$ cat src/rtl/rsnp_pkg.sv
// ----------------------------------------------------------------------------
// rsnp_pkg
// Shared types and constants of the nearest ray-sphere pick block.
// ----------------------------------------------------------------------------
package rsnp_pkg;

   localparam int MAX_POINTS  = 256;
   localparam int IDX_W       = $clog2(MAX_POINTS);
   localparam int AXES        = 3;
   localparam int SQRT_STEPS  = 37;
   localparam int STEP_W      = $clog2(SQRT_STEPS);
   localparam int CSR_ADDR_W  = 3;
   localparam int CSR_DATA_W  = 32;

   localparam logic [CSR_ADDR_W-1:0] REG_ORIGIN_X = 3'd0;
   localparam logic [CSR_ADDR_W-1:0] REG_ORIGIN_Y = 3'd1;
   localparam logic [CSR_ADDR_W-1:0] REG_ORIGIN_Z = 3'd2;
   localparam logic [CSR_ADDR_W-1:0] REG_DIR_X    = 3'd3;
   localparam logic [CSR_ADDR_W-1:0] REG_DIR_Y    = 3'd4;
   localparam logic [CSR_ADDR_W-1:0] REG_DIR_Z    = 3'd5;
   localparam logic [CSR_ADDR_W-1:0] REG_RADIUS_SQ = 3'd6;

   localparam logic [17:0] DIR_Z_RESET  = 18'h30000;   // -1.0
   localparam logic [31:0] RADIUS_RESET = 32'd10486;   // 0.4^2

   typedef struct packed {
      logic       load;
      logic       acc;
      logic [1:0] axis;
      logic       bsq;
      logic       det;
      logic       sqrt;
      logic       fin;
   } cmd_type;

   typedef struct packed {
      logic last;
      logic out_busy;
   } status_type;

endpackage

$ cat src/rtl/rsnp_ctrl.sv
// ----------------------------------------------------------------------------
// rsnp_ctrl
// Sequencer: accept, three dot-product beats, b squared, det, root, update.
// ----------------------------------------------------------------------------
module rsnp_ctrl (
   input  logic                 clock,
   input  logic                 reset,
   input  logic                 req_tvalid,
   output logic                 req_tready,
   input  rsnp_pkg::status_type status,
   output rsnp_pkg::cmd_type    cmd
);

   localparam int STEP_W = rsnp_pkg::STEP_W;

   typedef enum logic [6:0] {
      ST_IDLE = 7'b0000001,
      ST_ACC  = 7'b0000010,
      ST_BSQ  = 7'b0000100,
      ST_DET  = 7'b0001000,
      ST_SQRT = 7'b0010000,
      ST_FIN  = 7'b0100000,
      ST_WAIT = 7'b1000000
   } state_type;

   state_type state_ff, state_in;
   logic [1:0] axis_ff, axis_in;
   logic [rsnp_pkg::STEP_W-1:0] step_ff, step_in;
   logic fin_ok;

   assign req_tready = (state_ff == ST_IDLE);
   assign fin_ok     = !status.last || !status.out_busy;

   always_comb begin
      state_in = state_ff;
      axis_in  = axis_ff;
      step_in  = step_ff;
      cmd      = '0;
      cmd.axis = axis_ff;
      case (state_ff)
         ST_IDLE: begin
            if (req_tvalid) begin
               cmd.load = 1'b1;
               axis_in  = '0;
               state_in = ST_ACC;
            end
         end
         ST_ACC: begin
            cmd.acc = 1'b1;
            if (axis_ff == 2'(rsnp_pkg::AXES - 1)) begin
               state_in = ST_BSQ;
            end else begin
               axis_in = axis_ff + 2'd1;
            end
         end
         ST_BSQ: begin
            cmd.bsq  = 1'b1;
            state_in = ST_DET;
         end
         ST_DET: begin
            cmd.det  = 1'b1;
            step_in  = '0;
            state_in = ST_SQRT;
         end
         ST_SQRT: begin
            cmd.sqrt = 1'b1;
            step_in  = step_ff + STEP_W'(1);
            if (step_ff == STEP_W'(rsnp_pkg::SQRT_STEPS - 1)) begin
               state_in = ST_FIN;
            end
         end
         ST_FIN, ST_WAIT: begin
            if (fin_ok) begin
               cmd.fin  = 1'b1;
               state_in = ST_IDLE;
            end else begin
               state_in = ST_WAIT;
            end
         end
         default: state_in = ST_IDLE;
      endcase
   end

   always_ff @(posedge clock) begin
      if (reset) begin
         state_ff <= ST_IDLE;
         axis_ff  <= '0;
         step_ff  <= '0;
      end else begin
         state_ff <= state_in;
         axis_ff  <= axis_in;
         step_ff  <= step_in;
      end
   end

endmodule

$ cat config.mk
export PLATFORM = sky130hd
export DESIGN_NAME = rsnp_ctrl
export DESIGN_NICKNAME = d
export VERILOG_FILES = /design/src/rtl/rsnp_pkg.sv /design/src/rtl/rsnp_ctrl.sv
export SDC_FILE = /design/constraint.sdc
export NUM_CORES = 1
export LEC_CHECK = 0
export BUFFER_PORTS_ARGS = -buffer_cell sky130_fd_sc_hd__buf_2
export CAP_MARGIN = 20
export CORE_ASPECT_RATIO = 1.2
export CORE_MARGIN = 3
export CORE_UTILIZATION = 45
export CTS_BUF_LIST = sky130_fd_sc_hd__clkbuf_4 sky130_fd_sc_hd__clkbuf_8
export DETAILED_ROUTE_END_ITERATION = 6
export HOLD_SLACK_MARGIN = 0.15
export PLACE_DENSITY_LB_ADDON = 0.3
export SLEW_MARGIN = 40
export SYNTH_ARGS = -nofsm -noshare
export SYNTH_HDL_FRONTEND = slang
export SYNTH_SLANG_ARGS = --single-unit
$ cat constraint.sdc
create_clock -name clock -period 2.1 [get_ports clock]
set_input_delay 0.42 -clock clock [delete_from_list [all_inputs] [get_ports clock]]
set_output_delay 0.42 -clock clock [all_outputs]
set_load 0.01 [all_outputs]
==> impl_metrics.yaml <==
synth:
  ys_seq_elements: 15
  synth-edff-count: 0
  synth_top_area_cell: "dfxtp_1"
  synth_compound_area_share_pct: 22.7
  ys_seq_area_share_pct: 33.1
  yosysWarningCount: 0
  synth_cell_types: 41
  netlist_area_um2: 906
  netlist.area_leader.share_pct: 33.1
  synth_top_family_by_area: "simple AND/OR/NAND/NOR gates"
  synth_area_leaders: "dfxtp_1, a21oi_1, ha_1"
  ys_async_sr_fraction_pct: 0
  synth_nets: 117
  synth-simple-area-share_pct: 32.3
  ys.flop_type: "dfxtp_1"
  yosys.area_share.xor_xnor_pct: 3.87
  synth.mux.area_fraction_pct: 0
  syn-instance-count: 109
  avgSynthCellArea_um2: 8.31
  synthAdderAreaFrac_pct: 4.14
sta:
  worst_slew_pin_slew_ns: 0.323
  rsz0062_at_grt: "no"
  period_minus_slack_ns: 1.95
  period_share_pct: 92.6
  clock_skew_ns: 0.00789
  whs_ns: 0.408
  fmax_mhz: 514
  drv_slew: 0
  slew_headroom_pct: 78.4
  finalSetupTns_ns: 0
  hold_viol_final: 0
  finalSetupViolCount: 0
cells_and_area:
  antenna_cells: 0
  area_growth_pct: 15.7
  final_cell_mix: "dfxtp_1, buf_2, a21oi_1"
  nNetsFinal: 136
  drive_above_1_share_pct: 22.8
  stdcell_area_um2: 1050
  final_common_cell: "dfxtp_1"
die:
  die_w_um: 47.0
  dieArea_um2: 2590
  fp.coreArea_um2: 1870
  dieHeight_um: 55.2
  io_pins: 14
  rows: 17
  start_util_pct: 48.4
critical_path:
  path_cells: "nor2_2, nand2_1, a2111oi_2, buf_2"
  worstReg2RegEnd: "state_ff[4]"
  cp_max_fo: 12
  rrSetupSlack_ns: 0.60
  required_ns: 1.68
  reg2regPathDepth: 6
  cpPeakStageDelay_ns: 0.40
  startpoint_type: "flop"
  cp_num_buf_inv: 1
  cp.arrival_ns: 1.53
  reg2reg_from: "step_ff[0]"
  crit_slowest_cell: "dfxtp_2"
  worstSetupPathType: "reg2out"
  crit_family: "flip-flops"
  cp-end-kind: "primary output"
clock_tree:
  cts_buffer_depth: 2
  clkTransAtPathRegs_ns: 0.09
  htree_levels: 1
  hold_buffers: 0
  cts-resized-gates: 0
  post-cts-setup-buffers: 0
  cts_buffers: 3
  clkLatencyLatePin_ns: 0.28
  cts_tree: "built"
  cts_sinks: 15
  root_buffer: "clkbuf_4"
place:
  routabilityCongestion: 0.860
  io_buffer_count: 13
  postPlaceCellArea_um2: 1010
  dp_hpwl_mm: 1.43
min_path:
  holdPathEnd: "state_ff[6]"
  hold_depth: 3
  min_from: "status[1]"
  hold_class: "in2reg"
drt:
  route.vias.total: 870
  post_drt_via_cell_ratio: 5.96
  ant_nets: 0
  drt-total-wl_mm: 2.01
  dr.pass1.iters: 4
  wl_per_cell_um: 13.8
  drc: 0
  drtIter0Drc: 21
flow_run:
  maxCapViolCount: 0
power:
  p_int_mw: 0.421
  p_clk_share_pct: 31.4
  power_density_nw_per_um2: 554
  p_seq_share_pct: 52.2
  comb_power_share_pct: 16.4
  power_mw: 0.581
  power.leakage_nw: 0.401
  irDropWorstVdd_v: 0.000314
  switching_share_pct: 27.6
  p_sw_mw: 0.161
global_route:
  track_usage_pct: 17.8
  grt_pass1_vias: 791
  antenna_found_initial: 0
  overflow: 0
  grt_max_degree: 17
  grt_pass1_wl_mm: 3.35
run_status:
  status: "completed"
==> synth_stat cells (all sizes together) (3+ instances only) <==
| master | number |
|---|---|
| nor3 | 7 |
| nor4 | 3 |
| dfxtp | 15 |
| nand2b | 4 |
| o21ai | 7 |
| nor4b | 3 |
| a21oi | 8 |
| and3 | 4 |
| nand2 | 6 |
| nor2 | 6 |
| ha | 3 |
| nand3 | 4 |
| inv | 6 |
| nor2b | 3 |
==> kinds of logic after synthesis <==
family,after synthesis
and+or+nand+nor,48
AOI/OAI and AO/OA,30
DFF,15
buffers and inverters,9
xor gates and xnor gates,4
adders and majority gates,3
==> layer usage <==
metal	up-vias	track usage (%)	part of all wire [%]
met1	392	25.0	48
li1	445	-	-
met4	0	6.91	1.2
met5	-	0	0
met3	4	3.88	5.3
met2	29	26.2	46
==> cell type report <==
| cell class | instances | area [um^2] |
|---|---|---|
| clock buffer | 4 | 30.0 |
| fill | 183 | 823 |
| inverter | 6 | 22.5 |
| multi-input combinational | 85 | 576 |
| sequential | 15 | 302 |
| tap | 19 | 23.8 |
| timing repair buffer | 17 | 95.1 |
==> power groups by stage <==
stage	Clock, mW	Sequential, mW	Combinational, mW
3_3_place_gp	0	0.310	0.0924
4_1_cts	0.187	0.304	0.0940
5_1_grt	0.201	0.306	0.106
2_1_floorplan	0	0.309	0.0634
6_report	0.182	0.304	0.0954
3_5_place_dp	0	0.310	0.0935
==> worst max-delay path by stage <==
stage                start  slack (ns)  endpoint  cells after the start
3_5_place_dp   state_ff[4]        0.37    cmd[7]                      5
4_1_cts        state_ff[4]        0.05    cmd[7]                      5
3_3_place_gp   state_ff[4]        0.41    cmd[7]                      5
5_1_grt        state_ff[4]        0.02    cmd[0]                      4
2_1_floorplan  state_ff[5]        0.46    cmd[7]                      3
6_report       state_ff[4]        0.15    cmd[0]                      4
==> stage by stage <==
stage / instances / setup slack (ns) / util (%)
2_1_floorplan: 109 / 0.457 / -
3_3_place_gp: 142 / 0.413 / 54.1
3_5_place_dp: 142 / 0.372 / 54.1
4_1_cts: 146 / 0.0508 / 55.7
5_1_grt: 146 / 0.0199 / 56.0
6_report: 146 / 0.155 / 56.0
==> sequential cells by signal, summed over array words and instances, names as in the netlist <==
name and flops:
axis_ff 2, state_ff 7, step_ff 6
==> tightest hold or removal path: cells and delay by family <==
family                 cells  cell delay (ns)
buffers and inverters      1             0.11
AND/OR/NAND/NOR            2             0.12
(Power assumes the default switching activity.)
